`src/rtl/core/kli_pkg.sv`:
```
// ----------------------------------------------------------------------------
// kli_pkg
// Shared widths, codes and beat types for the keyframe linear interpolator.
// ----------------------------------------------------------------------------
package kli_pkg;

    localparam int TIME_W         = 48;
    localparam int VAL_W          = 32;
    localparam int MAG_W          = VAL_W + 1;
    localparam int MAX_FRAMES_DEF = 16;

    localparam logic [1:0] ACT_CLEAR  = 2'd0;
    localparam logic [1:0] ACT_APPEND = 2'd1;
    localparam logic [1:0] ACT_QUERY  = 2'd2;

    localparam logic [1:0] STAT_OK    = 2'd0;
    localparam logic [1:0] STAT_FULL  = 2'd1;
    localparam logic [1:0] STAT_ORDER = 2'd2;
    localparam logic [1:0] STAT_EMPTY = 2'd3;

    typedef struct packed {
        logic [1:0]              action;
        logic [TIME_W-1:0]       time_ns;
        logic signed [VAL_W-1:0] frame_value;
    } in_item_t;

    typedef struct packed {
        logic signed [VAL_W-1:0] result_value;
        logic [1:0]              status;
    } out_item_t;

    typedef struct packed {
        logic              start;
        logic [MAG_W-1:0]  mag;
        logic [TIME_W-1:0] num;
        logic [TIME_W-1:0] den;
    } div_req_t;

    typedef struct packed {
        logic             done;
        logic [MAG_W-1:0] quot;
    } div_rsp_t;

endpackage

```
`src/rtl/core/kli_table.sv`:
```
// ----------------------------------------------------------------------------
// kli_table
// Keyframe store: one write port, one registered read port.
// ----------------------------------------------------------------------------
module kli_table #(
    parameter int DEPTH = kli_pkg::MAX_FRAMES_DEF
) (
    input  logic                            aclk,
    input  logic                            we,
    input  logic [$clog2(DEPTH)-1:0]        waddr,
    input  logic [kli_pkg::TIME_W-1:0]      wtime,
    input  logic [kli_pkg::VAL_W-1:0]       wvalue,
    input  logic [$clog2(DEPTH)-1:0]        raddr,
    output logic [kli_pkg::TIME_W-1:0]      rtime,
    output logic [kli_pkg::VAL_W-1:0]       rvalue
);

    logic [kli_pkg::TIME_W-1:0] time_mem [DEPTH];
    logic [kli_pkg::VAL_W-1:0]  value_mem [DEPTH];

    always_ff @(posedge aclk) begin
        if (we) begin
            time_mem[waddr]  <= wtime;
            value_mem[waddr] <= wvalue;
        end
        rtime  <= time_mem[raddr];
        rvalue <= value_mem[raddr];
    end

endmodule

```
`src/rtl/core/kli_divider.sv`:
```
// ----------------------------------------------------------------------------
// kli_divider
// Serial floor(mag * num / den), num < den: for each magnitude bit,
// a doubling step then a conditional add step, each with one reduce.
// ----------------------------------------------------------------------------
module kli_divider (
    input  logic               aclk,
    input  logic               aresetn,
    input  kli_pkg::div_req_t  req,
    output kli_pkg::div_rsp_t  rsp
);

    localparam int CNT_W = $clog2(kli_pkg::MAG_W);

    logic                        busy_reg, busy_next;
    logic                        phase_reg, phase_next;
    logic                        done_reg, done_next;
    logic [CNT_W-1:0]            cnt_reg, cnt_next;
    logic [kli_pkg::MAG_W-1:0]   mag_reg, mag_next;
    logic [kli_pkg::MAG_W-1:0]   quot_reg, quot_next;
    logic [kli_pkg::TIME_W-1:0]  rem_reg, rem_next;
    logic [kli_pkg::TIME_W-1:0]  num_reg, num_next;
    logic [kli_pkg::TIME_W-1:0]  den_reg, den_next;
    logic [kli_pkg::TIME_W:0]    sum;
    logic [kli_pkg::TIME_W:0]    den_ext;

    assign den_ext = {1'b0, den_reg};

    always_comb begin
        busy_next  = busy_reg;
        phase_next = phase_reg;
        done_next  = 1'b0;
        cnt_next   = cnt_reg;
        mag_next   = mag_reg;
        quot_next  = quot_reg;
        rem_next   = rem_reg;
        num_next   = num_reg;
        den_next   = den_reg;
        sum        = '0;
        if (req.start) begin
            busy_next  = 1'b1;
            phase_next = 1'b0;
            cnt_next   = CNT_W'(kli_pkg::MAG_W - 1);
            mag_next   = req.mag;
            quot_next  = '0;
            rem_next   = '0;
            num_next   = req.num;
            den_next   = req.den;
        end else if (busy_reg) begin
            if (!phase_reg) begin
                sum = {rem_reg, 1'b0};
                if (sum >= den_ext) begin
                    rem_next  = kli_pkg::TIME_W'(sum - den_ext);
                    quot_next = {quot_reg[kli_pkg::MAG_W-2:0], 1'b1};
                end else begin
                    rem_next  = sum[kli_pkg::TIME_W-1:0];
                    quot_next = {quot_reg[kli_pkg::MAG_W-2:0], 1'b0};
                end
                phase_next = 1'b1;
            end else begin
                if (mag_reg[kli_pkg::MAG_W-1]) begin
                    sum = {1'b0, rem_reg} + {1'b0, num_reg};
                    if (sum >= den_ext) begin
                        rem_next  = kli_pkg::TIME_W'(sum - den_ext);
                        quot_next = quot_reg + kli_pkg::MAG_W'(1);
                    end else begin
                        rem_next = sum[kli_pkg::TIME_W-1:0];
                    end
                end
                mag_next   = {mag_reg[kli_pkg::MAG_W-2:0], 1'b0};
                phase_next = 1'b0;
                if (cnt_reg == '0) begin
                    busy_next = 1'b0;
                    done_next = 1'b1;
                end else begin
                    cnt_next = cnt_reg - CNT_W'(1);
                end
            end
        end
    end

    always_ff @(posedge aclk) begin
        if (!aresetn) begin
            busy_reg  <= 1'b0;
            phase_reg <= 1'b0;
            done_reg  <= 1'b0;
            cnt_reg   <= '0;
        end else begin
            busy_reg  <= busy_next;
            phase_reg <= phase_next;
            done_reg  <= done_next;
            cnt_reg   <= cnt_next;
        end
        mag_reg  <= mag_next;
        quot_reg <= quot_next;
        rem_reg  <= rem_next;
        num_reg  <= num_next;
        den_reg  <= den_next;
    end

    assign rsp.done = done_reg;
    assign rsp.quot = quot_reg;

endmodule

```
`src/rtl/core/keyframe_linear_interpolator.sv`:
```
// ----------------------------------------------------------------------------
// keyframe_linear_interpolator
// Keyframe table with clear, append and piecewise linear query.
// ----------------------------------------------------------------------------
// Usage:
//   s_ channel: one beat per command (clear, append keyframe, query time).
//   m_ channel: exactly one result beat per command, in command order.
//   cfg_ channel: start_from_origin bit, always ready; write it while idle.
//   s_ready is high only while the sequencer is idle; one command at a time.
// Flow (accept to m_valid):
//   clear / append / empty query: result set at accept, then output.
//   query holding a table value: table scan, then output.
//   interpolating query: table scan, then serial divide; the scan reads the
//   table one entry at a time through its single registered read port, and the
//   serial divider handles the 33-bit value delta one bit at a time.
// Reset empties the table and clears start_from_origin; table contents stay
//   undefined, no clearing pass is needed.
// A stalled receiver holds the result in the output register; the next
//   command is accepted meanwhile and its result waits until the slot frees.
// ----------------------------------------------------------------------------
module keyframe_linear_interpolator #(
    parameter int MAX_FRAMES = kli_pkg::MAX_FRAMES_DEF
) (
    input  logic               aclk,
    input  logic               aresetn,
    input  logic               s_valid,
    output logic               s_ready,
    input  kli_pkg::in_item_t  s_item,
    output logic               m_valid,
    input  logic               m_ready,
    output kli_pkg::out_item_t m_item,
    input  logic               cfg_valid,
    output logic               cfg_ready,
    input  logic               cfg_data
);

    localparam int IDX_W = $clog2(MAX_FRAMES);
    localparam int CNT_W = $clog2(MAX_FRAMES + 1);
    localparam int TW    = kli_pkg::TIME_W;
    localparam int VW    = kli_pkg::VAL_W;
    localparam int MW    = kli_pkg::MAG_W;

    localparam logic [2:0] S_IDLE = 3'd0;
    localparam logic [2:0] S_RD   = 3'd1;
    localparam logic [2:0] S_CMP  = 3'd2;
    localparam logic [2:0] S_DIFF = 3'd3;
    localparam logic [2:0] S_MAG  = 3'd4;
    localparam logic [2:0] S_DIV  = 3'd5;
    localparam logic [2:0] S_OUT  = 3'd6;

    logic [2:0]         state_reg, state_next;
    logic [CNT_W-1:0]   count_reg, count_next;
    logic [CNT_W-1:0]   idx_reg, idx_next;
    logic               origin_reg, origin_next;
    logic               m_valid_reg, m_valid_next;
    kli_pkg::out_item_t m_item_reg, m_item_next;
    logic [TW-1:0]      last_time_reg, last_time_next;
    logic [TW-1:0]      q_time_reg, q_time_next;
    logic [TW-1:0]      prev_time_reg, prev_time_next;
    logic [VW-1:0]      prev_value_reg, prev_value_next;
    logic [TW-1:0]      t1_reg, t1_next;
    logic [VW-1:0]      v1_reg, v1_next;
    logic [TW-1:0]      num_reg, num_next;
    logic [TW-1:0]      den_reg, den_next;
    logic [MW-1:0]      diff_reg, diff_next;
    logic [VW-1:0]      res_value_reg, res_value_next;
    logic [1:0]         res_status_reg, res_status_next;

    logic               tbl_we;
    logic [TW-1:0]      rd_time;
    logic [VW-1:0]      rd_value;
    logic               s_beat;
    kli_pkg::div_req_t  div_req;
    kli_pkg::div_rsp_t  div_rsp;

    assign s_ready   = (state_reg == S_IDLE);
    assign s_beat    = s_valid && s_ready;
    assign cfg_ready = 1'b1;
    assign m_valid   = m_valid_reg;
    assign m_item    = m_item_reg;

    kli_table #(
        .DEPTH (MAX_FRAMES)
    ) u_table (
        .aclk   (aclk),
        .we     (tbl_we),
        .waddr  (count_reg[IDX_W-1:0]),
        .wtime  (s_item.time_ns),
        .wvalue (s_item.frame_value),
        .raddr  (idx_reg[IDX_W-1:0]),
        .rtime  (rd_time),
        .rvalue (rd_value)
    );

    assign div_req.start = (state_reg == S_MAG);
    assign div_req.mag   = diff_reg[MW-1] ? MW'(-diff_reg) : diff_reg;
    assign div_req.num   = num_reg;
    assign div_req.den   = den_reg;

    kli_divider u_div (
        .aclk    (aclk),
        .aresetn (aresetn),
        .req     (div_req),
        .rsp     (div_rsp)
    );

    always_comb begin
        state_next      = state_reg;
        count_next      = count_reg;
        idx_next        = idx_reg;
        origin_next     = origin_reg;
        m_valid_next    = m_valid_reg;
        m_item_next     = m_item_reg;
        last_time_next  = last_time_reg;
        q_time_next     = q_time_reg;
        prev_time_next  = prev_time_reg;
        prev_value_next = prev_value_reg;
        t1_next         = t1_reg;
        v1_next         = v1_reg;
        num_next        = num_reg;
        den_next        = den_reg;
        diff_next       = diff_reg;
        res_value_next  = res_value_reg;
        res_status_next = res_status_reg;
        tbl_we          = 1'b0;

        if (cfg_valid) begin
            origin_next = cfg_data;
        end
        if (m_valid_reg && m_ready) begin
            m_valid_next = 1'b0;
        end

        case (state_reg)
            S_IDLE: begin
                if (s_beat) begin
                    res_value_next  = '0;
                    res_status_next = kli_pkg::STAT_OK;
                    state_next      = S_OUT;
                    case (s_item.action)
                        kli_pkg::ACT_CLEAR: begin
                            count_next = '0;
                        end
                        kli_pkg::ACT_APPEND: begin
                            if (count_reg == CNT_W'(MAX_FRAMES)) begin
                                res_status_next = kli_pkg::STAT_FULL;
                            end else if (count_reg != '0 &&
                                         s_item.time_ns <= last_time_reg) begin
                                res_status_next = kli_pkg::STAT_ORDER;
                            end else begin
                                tbl_we          = 1'b1;
                                last_time_next  = s_item.time_ns;
                                count_next      = count_reg + CNT_W'(1);
                            end
                        end
                        kli_pkg::ACT_QUERY: begin
                            if (count_reg == '0) begin
                                res_status_next = kli_pkg::STAT_EMPTY;
                            end else begin
                                q_time_next     = s_item.time_ns;
                                idx_next        = '0;
                                prev_time_next  = '0;
                                prev_value_next = '0;
                                state_next      = S_RD;
                            end
                        end
                        default: begin
                        end
                    endcase
                end
            end
            S_RD: begin
                state_next = S_CMP;
            end
            S_CMP: begin
                if (rd_time > q_time_reg) begin
                    t1_next = rd_time;
                    v1_next = rd_value;
                    if (idx_reg == '0 && !origin_reg) begin
                        res_value_next = rd_value;
                        state_next     = S_OUT;
                    end else begin
                        state_next = S_DIFF;
                    end
                end else begin
                    prev_time_next  = rd_time;
                    prev_value_next = rd_value;
                    idx_next        = idx_reg + CNT_W'(1);
                    if (idx_reg + CNT_W'(1) == count_reg) begin
                        // past the last keyframe: hold its value
                        res_value_next = rd_value;
                        state_next     = S_OUT;
                    end else begin
                        state_next = S_RD;
                    end
                end
            end
            S_DIFF: begin
                num_next   = q_time_reg - prev_time_reg;
                den_next   = t1_reg - prev_time_reg;
                diff_next  = {v1_reg[VW-1], v1_reg} - {prev_value_reg[VW-1], prev_value_reg};
                state_next = S_MAG;
            end
            S_MAG: begin
                state_next = S_DIV;
            end
            S_DIV: begin
                if (div_rsp.done) begin
                    if (diff_reg[MW-1]) begin
                        res_value_next = prev_value_reg - div_rsp.quot[VW-1:0];
                    end else begin
                        res_value_next = prev_value_reg + div_rsp.quot[VW-1:0];
                    end
                    state_next = S_OUT;
                end
            end
            S_OUT: begin
                if (!m_valid_reg || m_ready) begin
                    m_valid_next             = 1'b1;
                    m_item_next.result_value = res_value_reg;
                    m_item_next.status       = res_status_reg;
                    state_next               = S_IDLE;
                end
            end
            default: begin
                state_next = S_IDLE;
            end
        endcase
    end

    always_ff @(posedge aclk) begin
        if (!aresetn) begin
            state_reg   <= S_IDLE;
            count_reg   <= '0;
            idx_reg     <= '0;
            origin_reg  <= 1'b0;
            m_valid_reg <= 1'b0;
        end else begin
            state_reg   <= state_next;
            count_reg   <= count_next;
            idx_reg     <= idx_next;
            origin_reg  <= origin_next;
            m_valid_reg <= m_valid_next;
        end
        m_item_reg     <= m_item_next;
        last_time_reg  <= last_time_next;
        q_time_reg     <= q_time_next;
        prev_time_reg  <= prev_time_next;
        prev_value_reg <= prev_value_next;
        t1_reg         <= t1_next;
        v1_reg         <= v1_next;
        num_reg        <= num_next;
        den_reg        <= den_next;
        diff_reg       <= diff_next;
        res_value_reg  <= res_value_next;
        res_status_reg <= res_status_next;
    end

`ifndef NO_ASSERTIONS
    a_count_bound: assert property (@(posedge aclk) disable iff (!aresetn)
        count_reg <= CNT_W'(MAX_FRAMES))
        else $error("frame count above table depth");

    a_scan_in_table: assert property (@(posedge aclk) disable iff (!aresetn)
        (state_reg == S_RD || state_reg == S_CMP) |-> idx_reg < count_reg)
        else $error("scan index past valid entries");

    a_div_done_owned: assert property (@(posedge aclk) disable iff (!aresetn)
        div_rsp.done |-> state_reg == S_DIV)
        else $error("divider finished outside divide state");

    a_clear_empties: assert property (@(posedge aclk) disable iff (!aresetn)
        (s_beat && s_item.action == kli_pkg::ACT_CLEAR) |=> count_reg == '0)
        else $error("clear beat left entries in table");
`endif

endmodule

```
`config.mk`:
```
export PLATFORM = sky130hd
export DESIGN_NAME = keyframe_linear_interpolator
export DESIGN_NICKNAME = d
export VERILOG_FILES = /design/src/rtl/core/kli_pkg.sv /design/src/rtl/core/kli_table.sv /design/src/rtl/core/kli_divider.sv /design/src/rtl/core/keyframe_linear_interpolator.sv
export SDC_FILE = /design/constraint.sdc
export NUM_CORES = 2
export LEC_CHECK = 0
export ABC_CLOCK_PERIOD_IN_PS = 29700
export BUFFER_PORTS_ARGS = -buffer_cell sky130_fd_sc_hd__buf_2
export CORE_MARGIN = 2
export CORE_UTILIZATION = 65
export CTS_CLUSTER_DIAMETER = 80
export DETAILED_ROUTE_END_ITERATION = 8
export PLACE_DENSITY_LB_ADDON = 0.25
export SLEW_MARGIN = 20
export SYNTH_ARGS = -nofsm -noshare
export SYNTH_HDL_FRONTEND = slang
export SYNTH_SLANG_ARGS = --single-unit
```
`constraint.sdc`:
```
create_clock -name aclk -period 29.7 [get_ports aclk]
set_input_delay 1.485 -clock aclk [delete_from_list [all_inputs] [get_ports aclk]]
set_output_delay 1.485 -clock aclk [all_outputs]
set_load 0.05 [all_outputs]
```
==> metrics.md <==
| Metric | Value |
|---|---|
| Max-slew violation count | 0 |
| Fmax | 140 MHz |
| Root buffer cell | clkbuf_16 |
| Psw | 0.00267 W |
| Synth area leaders | edfxtp_1, mux4_2, ha_1, dfxtp_1, xnor2_1 |
| # IOs | 125 |
| GR Layer Usage met3 | 0.0762 |
| TritonCTS clock tree | done |
| Slowest cell on crit path | buf_4 |
| Post-layout min period | about 7.1 ns |
| Largest net degree at the start of global routing | 119 |
| Logic pwr share | 0.285 |
| Final Hold Viols | 0 |
| Syn Area/Cell | approximately 15 µm² |
| Worst-Margin Slew | 1.18 ns |
| Cell mode on critical path | a21o_1 |
| Final ANT Viol Nets | 0 |
| Max FFs per register | 768 |
| Total power | 0.00823 W |
| Syn Std Cell Area | ~94000 µm² |
| Power per cell area | 80.1 nW/µm² |
| Crit path largest cell delay | 0.77 ns |
| Worst skew pair latency | 0.86 ns |
| CTS H-tree lvls | 4 |
| Met2 usage | 0.519 |
| PnR worst setup slack | 22.55 ns |
| Async SR Flop Fraction | 0 |
| EDFF count, synth | 1862 |
| Via count | 57953 |
| Die area | 147000 µm² |
| HP Class | flip-flop to flip-flop |
| Met1 usage in global routing | 0.469 |
| First drt pass iteration count | 7 |
| Rel. slew slack | 0.214 |
| Cts hold-fix bufs | 0 |
| Yosys cell types | between 80 and 90 |
| # DRC | 0 |
| Post-synth top area cell | edfxtp_1 |
| Layout Nets | 6935 |
| Switch share | 0.324 |
| Dpl cell area | 96400 µm² |
| Worst-path maximum fanout | 81 |
| Most frequent cells in the layout | edfxtp_1, ha_1, mux4_2, a21oi_1, inv_1 |
| Sequential power share | 0.415 |
| Area growth syn-to-layout | 9.79% |
| Family with the most delay on the worst path | compound AO/OA/AOI/OAI gates |
| CORE AREA | between 100000 and 150000 µm² |
| Initial core utilization | 0.653 |
| Grt ovf | 0 |
| Req. time, crit path | about 30 ns |
| Setup crit end kind | flip-flop |
| Mapped Nets | about 6800 |
| Largest Register | u_table.time_mem |
| Fraction of layout cells with a size suffix above 1 | 0.143 |
| Clock power frac | 0.299 |
| Largest registers | u_table.time_mem (768), u_table.value_mem (512) |
| Pre-CTS WS | 22.44 ns |
| RSZ-0062 raised after global routing | no |
| Final setup fails | 0 |
| Most Crowded Layer GR | met2 |
| Post-route design area | 103000 µm² |
| Drt wl/cell | 28.7 µm |
| Placer congestion estimate | 1.01 |
| Buffers on Ports | 123 |
| First-pass GRT wire length | 363000 µm |
| Skew final | 0.0709 ns |
| Via density | 6.81 |
| Post-CTS Setup Bufs | 0 |
| Leakage power | 36.5 nW |
| Max IR drop VDD | 0.0920 mV |
| DRT iter0 DRCs | 8393 |
| Clock Sinks | 2046 |
| Element type at the critical path start | flip-flop |
| Clock transition at the registers of the reported paths | 0.06 ns |
| Initial antenna violation count | 33 |
| Maxcap violations | 0 |
| Routed wire length | 244000 µm |
| CTS Buffer Depth | 3 |
| Number of synthesized register bits | between 2000 and 2500 |
| Chip height | 383 µm |
| CTS Buf Count | around 190 |
| Post-CTS Resized | 0 |
| Setup_tns | 0 ns |
| Cell count after synthesis | roughly 6300 |
| Worst path buffer plus inverter count | 2 |
| Fill cells | 8590 |
| Critical Path AT | slightly below 8 ns |
| Kind of critical path | flip-flop to flip-flop |
| Most common cell after layout, fill and taps aside | edfxtp_1 |
| Crit-path cells | ha_1 > fa_1 > a211oi_1 > o21ai_0 > a21o_1 > a21o_1 > o21ai_1 > o21bai_1 > a21o_1 > a211oi_1 > ha_1 > and2_1 > and4_1 > and3_1 > a31o_2 > a21oi_1 > o21ai_1 > buf_4 > nor2_4 > buf_4 > mux2_1 > a222oi_1 > nor2_1 |
| GR Util All Layers | 0.334 |
| Die Span X | 383 µm |
| Vias in the first global route | around 56000 |
| Outcome | finished clean |
| HPWL after DPL | 149000 µm |
| Final worst path period share | 0.241 |
| Register area share after synthesis | 0.637 |
| Synth top area share | 0.597 |
| Row count | 139 |
| Top FF cell, synth | edfxtp_1 |
| Synth warn | 0 |
| P_int | around 0.0056 W |
[worst register-to-register path, delay by kind of cell (launching register included)]
family	cells	cell delay, ns
AOI/OAI and AO/OA	12	3.04
adders and majority gates	3	1.08
and+or+nand+nor	5	1.07
buffers and inverters	2	0.98
muxes	1	0.50
DFF	1	0.37
[per-stage QoR]
step | hold WS (ns) | util | cells
6_report | 0.403 | 0.717 | 8515
2_1_floorplan | 0.400 | - | 6287
5_1_grt | 0.403 | 0.717 | 8510
3_5_place_dp | 0.405 | 0.673 | 8136
3_3_place_gp | 0.402 | 0.673 | 8136
4_1_cts | 0.397 | 0.717 | 8498
[synth_stat cells (26+ instances only)]
library cell  count
a211oi_1         44
clkbuf_1        199
a32o_1           26
xor2_1          123
o21a_1           52
edfxtp_1       1862
o21bai_1         57
nor3_1           68
ha_1            411
o31ai_1          33
nand2_1         333
nand4_1          54
mux4_2          400
inv_1           337
a21oi_1         355
nand3_1          73
xnor2_1         214
buf_1            34
nor2b_1          50
o211ai_1         58
a21o_1          226
nor2_1          262
o21ai_0         264
nand2b_1         52
dfxtp_1         184
a31oi_1          39
and3_1          108
[layer usage]
| layer | up-vias | routed length [µm] |
|---|---|---|
| li1 | 24799 | - |
| met1 | 28744 | 93400 |
| met2 | 3803 | 114000 |
| met3 | 585 | 27800 |
| met4 | 22 | 8810 |
| met5 | - | 151 |
[cells by family after synthesis]
family | Yosys count | share of synthesized area
adders and majority gates | 418 | 0.0564
other | 1 | 0.0000401
xor gates and xnor gates | 337 | 0.0315
muxes | 426 | 0.0991
DFF | 2046 | 0.637
and+or+nand+nor | 1110 | 0.0572
buffers and inverters | 587 | 0.0240
AOI/OAI and AO/OA | 1362 | 0.0951
[power groups by stage]
stage	Sequential, W	Combinational (W)	Clock (W)
after global routing	0.00343	0.00257	0.00258
final	0.00342	0.00235	0.00246
after detailed placement	0.00347	0.00227	0
after floorplan	0.00343	0.00176	0
after CTS	0.00341	0.00230	0.00248
after global placement	0.00347	0.00224	0
[layout make-up]
class	count	area, µm²	area share
antenna	15	37.5	0.000365
tap	1903	2380	0.0232
sequential	2046	59600	0.580
timing repair buffer	197	1220	0.0119
inverter	338	1270	0.0124
clock buffer	263	5330	0.0518
clock inverter	99	957	0.00931
multi-input combinational	3654	32000	0.311
[final timing paths]
check / start / to / slack (ns) / cells after the start
hold / removal: den_reg[19]$_DFFE_PP_ / u_div.den_reg[19]$_DFFE_PP_ / 0.40 / 0
setup / recovery: u_div.num_reg[0]$_DFFE_PP_ / u_div.rem_reg[12]$_SDFFE_PP0P_ / 22.55 / 23
setup reg to reg: u_div.num_reg[0]$_DFFE_PP_ / u_div.rem_reg[12]$_SDFFE_PP0P_ / 22.55 / 23
hold reg to reg: den_reg[19]$_DFFE_PP_ / u_div.den_reg[19]$_DFFE_PP_ / 0.40 / 0
No activity file was read; power rests on OpenSTA's default activity.
